<file path="src/lph_pkg.sv">
// Package for the linear-probe hash table: field widths, slot states,
// operation and result codes, and the layout of one table entry.
// No dependencies.
package lph_pkg;

  localparam int unsigned SlotsDefault = 16;
  localparam int unsigned ModeW        = 2;
  localparam int unsigned KeyW         = 32;
  localparam int unsigned KeyMagW      = KeyW - 1;
  localparam int unsigned TagW         = 64;
  localparam int unsigned CodeW        = 3;
  localparam int unsigned SlotW        = 4;

  typedef enum logic [1:0] {
    ST_EMPTY = 2'd0,
    ST_USED  = 2'd1,
    ST_GONE  = 2'd2
  } lph_slot_e;

  typedef enum logic [ModeW-1:0] {
    MODE_LOOKUP = 2'd0,
    MODE_INSERT = 2'd1,
    MODE_DELETE = 2'd2
  } lph_mode_e;

  typedef enum logic [CodeW-1:0] {
    RC_DONE       = 3'd0,
    RC_NOT_FOUND  = 3'd1,
    RC_PRESENT    = 3'd2,
    RC_OTHER_NAME = 3'd3,
    RC_FULL       = 3'd4,
    RC_BAD_KEY    = 3'd5
  } lph_code_e;

  typedef struct packed {
    lph_slot_e         state;
    logic [KeyW-1:0]   key;
    logic [TagW-1:0]   name;
  } lph_entry_t;

  localparam int unsigned EntryW = $bits(lph_entry_t);

endpackage

</file>
<file path="src/lph_if.sv">
// Valid/ready channel interfaces for the hash table request and response words.
// Depends on lph_pkg.
interface lph_in_if import lph_pkg::*; ();
  logic                   valid;
  logic                   ready;
  logic [ModeW-1:0]       mode;
  logic signed [KeyW-1:0] key;
  logic [TagW-1:0]        name_tag;

  modport source (output valid, mode, key, name_tag, input ready);
  modport sink   (input valid, mode, key, name_tag, output ready);
endinterface

interface lph_out_if import lph_pkg::*; ();
  logic              valid;
  logic              ready;
  logic [CodeW-1:0]  result_code;
  logic [SlotW-1:0]  slot_index;

  modport source (output valid, result_code, slot_index, input ready);
  modport sink   (input valid, result_code, slot_index, output ready);
endinterface

</file>
<file path="src/linear_probe_hash_table.sv">
// Top level of the linear-probe hash table: probe sequencer, table memory
// and home slot unit. Depends on lph_pkg, lph_if, lph_ram and lph_mod.
//
//  channel  dir  word                         handshake
//  in_i     in   mode, key, name_tag          valid/ready
//  out_o    out  result_code, slot_index      valid/ready
//
// After reset every slot is written empty in turn, with in_i.ready low.
// An operation hashes the key to a home slot, by a mask for a power-of-two slot
// count, else by a reciprocal multiply, then correction, and then probes from 1
// to Slots slots, one memory read a cycle. Negative keys and unused modes skip
// hashing and probing. in_i.ready is high only between operations; a result waiting on
// out_o does not block the next request until a second result is ready.
module linear_probe_hash_table import lph_pkg::*; #(
  parameter int unsigned Slots = SlotsDefault
) (
  input  logic      clk_i,
  input  logic      rst_ni,
  lph_in_if.sink    in_i,
  lph_out_if.source out_o
);

  localparam int unsigned IdxW = $clog2(Slots);

  typedef enum logic [2:0] {
    S_CLEAR,
    S_IDLE,
    S_HASH,
    S_PROBE,
    S_FINISH
  } state_e;

  state_e            state_q, state_d;
  logic [IdxW-1:0]   cur_q, cur_d;
  logic [IdxW:0]     n_q, n_d;
  logic [IdxW-1:0]   free_q, free_d;
  logic              free_vld_q, free_vld_d;
  logic [ModeW-1:0]  mode_q, mode_d;
  logic [KeyW-1:0]   key_q, key_d;
  logic [TagW-1:0]   tag_q, tag_d;
  lph_code_e         code_q, code_d;
  logic [SlotW-1:0]  slot_q, slot_d;
  logic              out_vld_q, out_vld_d;
  logic [CodeW-1:0]  out_code_q, out_code_d;
  logic [SlotW-1:0]  out_slot_q, out_slot_d;

  logic              accept;
  logic              hash_busy;
  logic [IdxW-1:0]   hash_rem;
  logic              ram_we;
  logic [IdxW-1:0]   ram_waddr;
  lph_entry_t        ram_wdata;
  logic [EntryW-1:0] ram_rdata;
  lph_entry_t        ent;
  logic              is_hit;
  logic              is_free;
  logic              walk_end;
  logic              name_eq;
  logic [IdxW-1:0]   ins_slot;

  assign accept = in_i.valid && in_i.ready;
  assign ent    = lph_entry_t'(ram_rdata);

  lph_mod #(
    .Slots(Slots)
  ) u_mod (
    .clk_i      (clk_i),
    .rst_ni     (rst_ni),
    .start_i    (accept),
    .dividend_i (in_i.key[KeyMagW-1:0]),
    .busy_o     (hash_busy),
    .rem_o      (hash_rem)
  );

  lph_ram #(
    .Width(EntryW),
    .Depth(Slots)
  ) u_ram (
    .clk_i   (clk_i),
    .we_i    (ram_we),
    .waddr_i (ram_waddr),
    .wdata_i (ram_wdata),
    .raddr_i (cur_d),
    .rdata_o (ram_rdata)
  );

  always_comb begin
    state_d    = state_q;
    cur_d      = cur_q;
    n_d        = n_q;
    free_d     = free_q;
    free_vld_d = free_vld_q;
    mode_d     = mode_q;
    key_d      = key_q;
    tag_d      = tag_q;
    code_d     = code_q;
    slot_d     = slot_q;
    out_vld_d  = out_vld_q;
    out_code_d = out_code_q;
    out_slot_d = out_slot_q;
    ram_we     = 1'b0;
    ram_waddr  = cur_q;
    ram_wdata  = '{state: ST_EMPTY, key: '0, name: '0};

    is_hit   = (ent.state == ST_USED) && (ent.key == key_q);
    is_free  = (ent.state != ST_USED);
    walk_end = (ent.state == ST_EMPTY) || (n_q == (IdxW + 1)'(Slots - 1));
    name_eq  = (ent.name == tag_q);
    ins_slot = free_vld_q ? free_q : cur_q;

    if (out_vld_q && out_o.ready) begin
      out_vld_d = 1'b0;
    end

    case (state_q)
      S_CLEAR: begin
        ram_we = 1'b1;
        if (cur_q == IdxW'(Slots - 1)) begin
          cur_d   = '0;
          state_d = S_IDLE;
        end else begin
          cur_d = cur_q + 1'b1;
        end
      end
      S_IDLE: begin
        if (accept) begin
          mode_d = in_i.mode;
          key_d  = in_i.key;
          tag_d  = in_i.name_tag;
          slot_d = '0;
          if (in_i.mode == MODE_INSERT && in_i.key[KeyW-1]) begin
            code_d  = RC_BAD_KEY;
            state_d = S_FINISH;
          end else if (in_i.key[KeyW-1] || !(in_i.mode inside
                       {MODE_LOOKUP, MODE_INSERT, MODE_DELETE})) begin
            code_d  = RC_NOT_FOUND;
            state_d = S_FINISH;
          end else begin
            state_d = S_HASH;
          end
        end
      end
      S_HASH: begin
        if (!hash_busy) begin
          cur_d      = hash_rem;
          n_d        = '0;
          free_vld_d = 1'b0;
          state_d    = S_PROBE;
        end
      end
      S_PROBE: begin
        if (is_hit) begin
          state_d = S_FINISH;
          slot_d  = SlotW'(cur_q);
          case (mode_q)
            MODE_LOOKUP: code_d = name_eq ? RC_DONE : RC_OTHER_NAME;
            MODE_INSERT: code_d = name_eq ? RC_PRESENT : RC_OTHER_NAME;
            default: begin
              if (name_eq) begin
                code_d    = RC_DONE;
                ram_we    = 1'b1;
                ram_wdata = '{state: ST_GONE, key: key_q, name: tag_q};
              end else begin
                code_d = RC_NOT_FOUND;
                slot_d = '0;
              end
            end
          endcase
        end else if (walk_end) begin
          state_d = S_FINISH;
          slot_d  = '0;
          code_d  = RC_NOT_FOUND;
          if (mode_q == MODE_INSERT) begin
            if (free_vld_q || is_free) begin
              code_d    = RC_DONE;
              slot_d    = SlotW'(ins_slot);
              ram_we    = 1'b1;
              ram_waddr = ins_slot;
              ram_wdata = '{state: ST_USED, key: key_q, name: tag_q};
            end else begin
              code_d = RC_FULL;
            end
          end
        end else begin
          if (is_free && !free_vld_q) begin
            free_d     = cur_q;
            free_vld_d = 1'b1;
          end
          n_d   = n_q + 1'b1;
          cur_d = (cur_q == IdxW'(Slots - 1)) ? '0 : cur_q + 1'b1;
        end
      end
      S_FINISH: begin
        if (!out_vld_q || out_o.ready) begin
          out_vld_d  = 1'b1;
          out_code_d = code_q;
          out_slot_d = slot_q;
          state_d    = S_IDLE;
        end
      end
      default: begin
        state_d = S_IDLE;
      end
    endcase
  end

  always_ff @(posedge clk_i or negedge rst_ni) begin
    if (!rst_ni) begin
      state_q    <= S_CLEAR;
      cur_q      <= '0;
      n_q        <= '0;
      free_q     <= '0;
      free_vld_q <= 1'b0;
      mode_q     <= '0;
      key_q      <= '0;
      tag_q      <= '0;
      code_q     <= RC_NOT_FOUND;
      slot_q     <= '0;
      out_vld_q  <= 1'b0;
      out_code_q <= '0;
      out_slot_q <= '0;
    end else begin
      state_q    <= state_d;
      cur_q      <= cur_d;
      n_q        <= n_d;
      free_q     <= free_d;
      free_vld_q <= free_vld_d;
      mode_q     <= mode_d;
      key_q      <= key_d;
      tag_q      <= tag_d;
      code_q     <= code_d;
      slot_q     <= slot_d;
      out_vld_q  <= out_vld_d;
      out_code_q <= out_code_d;
      out_slot_q <= out_slot_d;
    end
  end

  assign in_i.ready        = (state_q == S_IDLE);
  assign out_o.valid       = out_vld_q;
  assign out_o.result_code = out_code_q;
  assign out_o.slot_index  = out_slot_q;

endmodule

</file>
<file path="src/lph_ram.sv">
// Generic single-write, single-read RAM with registered read data.
// No dependencies.
module lph_ram #(
  parameter int unsigned Width = 8,
  parameter int unsigned Depth = 16,
  localparam int unsigned AddrW = (Depth > 1) ? $clog2(Depth) : 1
) (
  input  logic             clk_i,
  input  logic             we_i,
  input  logic [AddrW-1:0] waddr_i,
  input  logic [Width-1:0] wdata_i,
  input  logic [AddrW-1:0] raddr_i,
  output logic [Width-1:0] rdata_o
);

  logic [Width-1:0] mem_q [Depth];
  logic [Width-1:0] rdata_q;

  always_ff @(posedge clk_i) begin
    if (we_i) begin
      mem_q[waddr_i] <= wdata_i;
    end
    rdata_q <= mem_q[raddr_i];
  end

  assign rdata_o = rdata_q;

endmodule

</file>
<file path="src/lph_mod.sv">
// Home slot unit: key modulo the slot count by a reciprocal multiply and one
// correction step, or a plain mask when the slot count is a power of two.
// Depends on lph_pkg.
module lph_mod import lph_pkg::*; #(
  parameter int unsigned Slots = SlotsDefault,
  localparam int unsigned IdxW = $clog2(Slots)
) (
  input  logic               clk_i,
  input  logic               rst_ni,
  input  logic               start_i,
  input  logic [KeyMagW-1:0] dividend_i,
  output logic               busy_o,
  output logic [IdxW-1:0]    rem_o
);

  localparam bit                IsPow2 = ((Slots & (Slots - 1)) == 0);
  localparam int unsigned       Shift  = KeyMagW + IdxW;
  localparam int unsigned       RecipW = KeyW;
  localparam int unsigned       ProdW  = KeyMagW + RecipW;
  localparam int unsigned       LowW   = IdxW + 1;
  localparam logic [RecipW-1:0] Recip  = RecipW'((64'd1 << Shift) / 64'(Slots));

  logic               busy_q, busy_d;
  logic               phase_q, phase_d;
  logic [KeyMagW-1:0] div_q, div_d;
  logic [LowW-1:0]    qlo_q, qlo_d;
  logic [IdxW-1:0]    rem_q, rem_d;
  logic [ProdW-1:0]   prod;
  logic [LowW-1:0]    qd_lo;
  logic [LowW-1:0]    diff;

  always_comb begin
    busy_d  = busy_q;
    phase_d = phase_q;
    div_d   = div_q;
    qlo_d   = qlo_q;
    rem_d   = rem_q;
    prod    = ProdW'(div_q) * ProdW'(Recip);
    qd_lo   = qlo_q * LowW'(Slots);
    diff    = div_q[LowW-1:0] - qd_lo;
    if (start_i) begin
      div_d   = dividend_i;
      phase_d = 1'b0;
      if (IsPow2) begin
        rem_d  = dividend_i[IdxW-1:0];
        busy_d = 1'b0;
      end else begin
        busy_d = 1'b1;
      end
    end else if (busy_q) begin
      if (!phase_q) begin
        qlo_d   = prod[Shift +: LowW];
        phase_d = 1'b1;
      end else begin
        if (diff >= LowW'(Slots)) begin
          rem_d = IdxW'(diff - LowW'(Slots));
        end else begin
          rem_d = IdxW'(diff);
        end
        busy_d = 1'b0;
      end
    end
  end

  always_ff @(posedge clk_i or negedge rst_ni) begin
    if (!rst_ni) begin
      busy_q  <= 1'b0;
      phase_q <= 1'b0;
      div_q   <= '0;
      qlo_q   <= '0;
      rem_q   <= '0;
    end else begin
      busy_q  <= busy_d;
      phase_q <= phase_d;
      div_q   <= div_d;
      qlo_q   <= qlo_d;
      rem_q   <= rem_d;
    end
  end

  assign busy_o = busy_q;
  assign rem_o  = rem_q;

endmodule

</file>
<file path="src/flat_wrapper.sv">
// flat-port wrapper written by rule: the top's interface ports become plain ports
module linear_probe_hash_table_flat import lph_pkg::*;
#(
  parameter int unsigned Slots = SlotsDefault
)
  (clk_i, rst_ni, in_i_valid, in_i_mode, in_i_key, in_i_name_tag, in_i_ready, out_o_valid, out_o_result_code, out_o_slot_index, out_o_ready);
  lph_in_if in_i_i ();
  lph_out_if out_o_i ();
  input  logic clk_i;
  input  logic rst_ni;
  input wire logic [$bits(in_i_i.valid)-1:0] in_i_valid;
  input wire logic [$bits(in_i_i.mode)-1:0] in_i_mode;
  input wire logic [$bits(in_i_i.key)-1:0] in_i_key;
  input wire logic [$bits(in_i_i.name_tag)-1:0] in_i_name_tag;
  output wire logic [$bits(in_i_i.ready)-1:0] in_i_ready;
  output wire logic [$bits(out_o_i.valid)-1:0] out_o_valid;
  output wire logic [$bits(out_o_i.result_code)-1:0] out_o_result_code;
  output wire logic [$bits(out_o_i.slot_index)-1:0] out_o_slot_index;
  input wire logic [$bits(out_o_i.ready)-1:0] out_o_ready;
  assign in_i_i.valid = in_i_valid;
  assign in_i_i.mode = in_i_mode;
  assign in_i_i.key = in_i_key;
  assign in_i_i.name_tag = in_i_name_tag;
  assign in_i_ready = in_i_i.ready;
  assign out_o_valid = out_o_i.valid;
  assign out_o_result_code = out_o_i.result_code;
  assign out_o_slot_index = out_o_i.slot_index;
  assign out_o_i.ready = out_o_ready;
  linear_probe_hash_table #(.Slots(Slots)) u_core (.clk_i(clk_i), .rst_ni(rst_ni), .in_i(in_i_i), .out_o(out_o_i));
endmodule
</file>
<file path="config.mk">
export PLATFORM = sky130hd
export DESIGN_NAME = linear_probe_hash_table_flat
export DESIGN_NICKNAME = d
export VERILOG_FILES = /design/src/lph_pkg.sv /design/src/lph_if.sv /design/src/linear_probe_hash_table.sv /design/src/lph_ram.sv /design/src/lph_mod.sv /design/src/flat_wrapper.sv
export SDC_FILE = /design/constraint.sdc
export NUM_CORES = 2
export LEC_CHECK = 0
export CAP_MARGIN = 10
export CORE_ASPECT_RATIO = 2
export CORE_UTILIZATION = 45
export CTS_CLUSTER_SIZE = 10
export DETAILED_ROUTE_END_ITERATION = 12
export DONT_BUFFER_PORTS = 1
export PLACE_DENSITY = 0.69
export RECOVER_POWER = 100
export SYNTH_ARGS = -nofsm -noshare
export SYNTH_HDL_FRONTEND = slang
export SYNTH_HIERARCHICAL = 1
export SYNTH_SLANG_ARGS = --single-unit
</file>
<file path="constraint.sdc">
create_clock -name clk_i -period 33.2 [get_ports clk_i]
set_input_delay 6.64 -clock clk_i [delete_from_list [all_inputs] [get_ports clk_i]]
set_output_delay 6.64 -clock clk_i [all_outputs]
set_load 0.02 [all_outputs]
</file>
Word level (Yosys, flattened, before mapping) --
Memory sizes are Yosys's and may differ from the RTL's. A register that Yosys moved wholly into a read port is not among the register bits. Index checks and enable logic that the tools add are counted.
Word-level totals: flip-flop bits (word level) 142, RAM bits 1568, input bits 102, memories kept 1, logic and storage cells 159
Memory list:
- u_core.u_ram.mem_q | words 16, width 98, rd ports 1, clocked after memory_dff 1, write ports 1, RTL line lph_ram.sv:16 | logic [Width-1:0] mem_q [Depth];
Operators by class: magnitude comparators 1, bitwise gates (word level) 4, add/subtract/negate cells 4, reduce and logical (&&, ||, !) cells 32, equal/unequal tests 22, multiplexer cells 77
Operators with widths (number):
- 98-bit two-way mux | 6
- 97-bit two-way mux | 1
- 4-bit two-way mux | 21
- 64-bit equality test | 1
- 3-bit two-way mux | 15
- 32-bit equality test | 1
- 1-bit two-way mux | 22
- 5-bit two-way mux | 3
- 3-bit one-hot mux with 5 select lines | 1
- 3-bit one-hot mux with 2 select lines | 2
- 4-bit one-hot mux with 3 select lines | 1
- 4-bit AND reduction | 3
- 5-bit one-hot mux with 2 select lines | 1
- 5-bit AND reduction | 2
- 2-bit by 1-bit inequality test with 1-bit output (second input constant) | 4
- 2-bit inequality test (second input constant) | 4
- 4-bit one-hot mux with 2 select lines | 1
- 2-bit nonzero test | 4
- 2-bit by 1-bit equality test with 1-bit output (second input constant) | 3
- 3-bit by 2-bit equality test with 1-bit output (second input constant) | 2
- 2-bit logical NOT | 3
- 2-bit AND reduction | 3
- 3-bit AND reduction | 2
- 5-bit by 1-bit adder with 5-bit output (second input constant) | 1
- other kinds (20) | 33

Depth between registers and ports, before layout --
depth in word-level cells 9, depth in mapped cells 14

Modules after synthesis --
Netlist, hierarchy kept.
Modules (own cells, without submodules):
- lph_ram | sequential area each 49047.0 µm², times used 1, area each 60510.5 µm², cells an instance 2510
- linear_probe_hash_table | sequential area each 3254.4 µm², times used 1, area each 7205.7 µm², cells an instance 639
- lph_mod | sequential area each 250.2 µm², times used 1, area each 416.6 µm², cells an instance 39

Worst setup path after synthesis --
OpenSTA, ideal clock, no wires.
path type register to register, start point register u_core.key_q[15], end point memory u_core/u_ram/mem_q[0][0] (netlist name), enable pin, arrival 9956 ps, data required time 32525 ps, path buffers 1, setup slack 22569 ps, stages on the path, launching flop included 11, cells stage by stage dfrtp_1 nor2b_1 or4_1 or4b_1 or4_4 nor3_4 a31o_4 buf_2 a21o_1 or3b_2 nor3_1
On the way: word-level cells in the longest chain between the ends 6, elaborated cells between the ends (all ways) 8
RTL lines:
- from (decl) | RTL line linear_probe_hash_table.sv:39 | logic [KeyW-1:0] key_q, key_d;
- from (signal assigned) | RTL line linear_probe_hash_table.sv:229 | key_q <= key_d;
- 32-bit equality test | RTL line linear_probe_hash_table.sv:105 | is_hit = (ent.state == ST_USED) && (ent.key == key_q);
- 1-bit logical AND | RTL line linear_probe_hash_table.sv:105
- 1-bit two-way mux | RTL line linear_probe_hash_table.sv:152 | if (is_hit) begin
- 1-bit one-hot mux with 2 select lines | RTL line linear_probe_hash_table.sv:115 | case (state_q)
- via u_core.ram_we | RTL line linear_probe_hash_table.sv:50 | logic ram_we;
- 1-bit two-way mux | RTL line lph_ram.sv:20 | if (we_i) begin
- 1-bit two-way mux (not written as such) | RTL line lph_ram.sv:21 | mem_q[waddr_i] <= wdata_i;
- to (decl) | RTL line lph_ram.sv:16
The timed path passes the listed nets, and every way through them passes these cells.

Final worst setup path --
start point register u_core.key_q[26], end point register u_core.u_ram.rdata_q[0] (netlist: u_core/u_ram/rdata_o[0]), read port of u_core.u_ram.mem_q
On the way: word-level cells in the longest chain between the ends 4
RTL lines:
- 32-bit equality test | RTL line linear_probe_hash_table.sv:105
- 1-bit logical AND | RTL line linear_probe_hash_table.sv:105
- 4-bit two-way mux | RTL line linear_probe_hash_table.sv:152
- 4-bit one-hot mux with 3 select lines | RTL line linear_probe_hash_table.sv:115
- via u_core.cur_d[0] | RTL line linear_probe_hash_table.sv:34 | logic [IdxW-1:0] cur_q, cur_d;
- to (decl) | RTL line lph_ram.sv:17 | logic [Width-1:0] rdata_q;
The timed path passes the listed nets, and every way through them passes these cells. A chain may end at the register's enable or synchronous reset.

==> results.yml <==
detailed_routing:
  viasPerCell: 6.02
  vias: 32423
  drc: 0
  ant_nets: 0
  wl_per_cell_um: 29.2
  first_pass_iters: 5
  wl_um: 157000
  drtIter0Drc: 3017
pwr:
  power.switching_uw: 2540
  p_seq_frac: 0.382
  vdd_drop_max_v: 0.000147
  intPower_uw: 5280
  p_leak_uw: 0.0258
  power.density_mw_per_mm2: 103
  combinationalPowerShare: 0.365
  swShare: 0.325
  clkPwrFrac: 0.253
clock_tree:
  hold_buffers: 0
  cts_setup_buffers: 0
  clk_pin_slew_ns: 0.05
  cts.repair.resized: 0
  cts-root-buf: "clkbuf_16"
  cts.path.max_buffers: 3
  cts_buffers: 198
  htree_levels: 4
  cts_tree: "done"
  cts.sinks: 1806
  clock_latency_ns: 0.81
critical_path:
  path_buf_inv: 2
  cp_max_fo: 104
  cpMaxStageDelayCell: "clkbuf_1"
  end_kind: "flop"
  cpPeakStageDelay_ns: 6.19
  critPathKind: "reg2reg"
  cp-start-kind: "flop"
  crit_required_ns: 33.88
  crit_family: "buffers and inverters"
  reg2reg_slack_ns: 16.34
  crit_chain: "xnor2_1 -> nand4_1 -> nor4b_1 -> nor4b_1 -> nor2_1 -> nand2_1 -> a32o_1 -> clkbuf_1 -> clkbuf_1 -> mux4_2 -> a22oi_1 -> nand2_1"
  cp.arrival_ns: 17.54
placed_design:
  port_buffers: 0
  place_congestion: 0.760
  dpl.hpwl_um: 79500
  placed_cells: 5011
  dpl-instance-area_mm2: 0.0704
final_layout:
  ff_latch_area_mm2: 0.0526
  area_delta_synth_final_pct: 11.4
  nNetsFinal: 3388
  fillers: 11691
  final_area_mm2: 0.0759
  layout.cells.non_filler: 5389
  drive_above_1_share: 0.217
  multiInputGateArea_mm2: 0.0148
  final_core_util: 0.505
status:
  status: "complete, but fails checks"
  violations: "capacitance limit, slew limit"
sta:
  slew_violations: 2356
  finalCritPeriodShare: 0.508
  finalSetupTns_ns: 0
  fmax_mhz: 59.3
  worstMarginPinSlew_ns: 9.42
  hold_ws_ns: 0.502
  setup_viol: 0
  slew_headroom: -5.28
  skew_ns: 0.0394
  rsz0062_at_grt: "false"
  period_minus_slack_ns: 16.86
  hold_violations: 0
logic_synthesis:
  synth_top_family_by_area: "multiplexers"
  yosysMostFrequentCell: "edfxtp_1"
  synth_simple_gate_area_frac: 0.0275
  avgSynthCellArea_um2: 21.4
  synth_top_area_frac: 0.691
  yosysTopAreaCell: "edfxtp_1"
  synth.distinct_cells: 61
  synth.ff_latch_count: 1806
  synth_area_mm2: 0.0681
  async_reset_ff_frac: 0.0775
  yosys-mux-area-fraction: 0.149
  synthTopCellsByCount: "1568 x edfxtp_1, 392 x mux4_2, 196 x a22oi_1, 139 x dfrtp_1, 130 x nand2_1"
  synth_warnings: 6
  synth_fa_ha_area_frac: 0.000551
  synth-xor-area-share: 0.0121
  ys_top_cells_by_area: "edfxtp_1 69%, mux4_2 13%, dfrtp_1 5.1%"
  yosysSeqAreaShare: 0.771
  syn_nets: 3293
  ys_dominant_reg_cell: "edfxtp_1"
  synth_compound_area_frac: 0.0273
  syn_inst: 3188
  synth_edf_count: 1568
global_route:
  antenna_found_initial: 17
  grt_pass1_vias: 33933
  grt_usage: 0.208
  grt_overflow: 0
  grt_pass1_wl_um: 231000
  grt_start_max_net_pins: 150
floorplanning:
  num_io_pins: 111
  core-area_mm2: 0.150
  dieArea_mm2: 0.153
  rows: 201
  start_util: 0.454
  fp.dieH_um: 552
  die_x_um: 277
run:
  cap_violations: 49
hold_path:
  hp-class: "reg2reg"
stage by stage:
stage,total power [uW],setup WS (ns)
after floorplan,4970,22.57
after global placement,5720,24.21
after detailed placement,5760,24.21
after global routing,8150,14.22
final,7820,16.34
after CTS,7740,24.53
cells by family after synthesis:
family / Yosys count
DFF: 1806
muxes: 508
and+or+nand+nor: 351
AOI/OAI and AO/OA: 253
buffers and inverters: 173
xor gates and xnor gates: 94
adders and majority gates: 3
routing by layer:
layer,share of wire,wire length [um],vias up,GRT usage
met3,0.071,11100,285,0.0336
li1,-,-,13343,-
met4,0.030,4670,2,0.0702
met5,0.000076,12,-,0
met2,0.51,81000,1416,0.356
met1,0.39,60600,17377,0.270
sequential cells by signal (all words and copies together), names as in the netlist, 2 cells and up:
register                  count
u_core/out_o.result_code      3
u_core/slot_q                 4
u_core/n_q                    5
u_core/state_q                3
u_core/u_ram/mem_q         1568
u_core/key_q                 32
u_core/out_o.slot_index       4
u_core/u_mod/rem_o            4
u_core/u_mod/div_q            4
u_core/mode_q                 2
u_core/u_ram/rdata_o         98
u_core/code_q                 3
u_core/cur_q                  4
u_core/tag_q                 64
u_core/free_q                 4
area by class of cell:
cell class | instances | share of cell area
clock buffers | 360 | 0.0739
well taps | 1928 | 0.0318
repair buffers | 53 | 0.00348
clock inverters | 14 | 0.00279
diodes | 4 | 0.000132
multi-input cells | 1209 | 0.195
flip-flops and latches | 1806 | 0.693
inverters | 15 | 0.000742
path summary, 6_finish.rpt:
check | from | endpoint | cells past startpoint
hold / removal | u_core/mode_q[1] | u_core/code_q[1] | 1
setup reg to reg | u_core/key_q[26] | u_core/u_ram/rdata_o[0] | 12
max in group asynchronous | rst_ni | u_core/code_q[0] | 0
setup / recovery | u_core/key_q[26] | u_core/u_ram/rdata_o[0] | 12
hold reg to reg | u_core/mode_q[1] | u_core/code_q[1] | 1
min in group asynchronous | rst_ni | u_core/key_q[22] | 0
cells in the final DEF (no fill, tap or decap), drive strengths merged, types with 3 or more instances in the layout:
master and count:
diode 4, a21o 4, clkinv 7, and3 3, a21oi 11, mux2i 6, buf 14, mux2 110
nor3 9, nand4b 6, nand2 130, mux4 392, o21bai 3, o31ai 3, clkbuf 399, a22oi 196
nor4 12, o21ai 18, nor2b 10, nand2b 7, xnor2 76, o311ai 4, and2 98, nand4 23
dfrtp 139, dfxtp 98, xor2 18, a221o 3, nor2 26, ha 3, inv 22, and4 4
edfxtp 1568, nand3b 5, nand3 5
power by group through the flow:
stage	clock network (uW)	logic (uW)	registers (uW)
final	1980	2850	2990
after global routing	2100	3050	3010
after CTS	2010	2770	2960
after detailed placement	0	2750	3000
after global placement	0	2730	2990
after floorplan	0	2050	2920
Power figures use the tool's default switching activity.
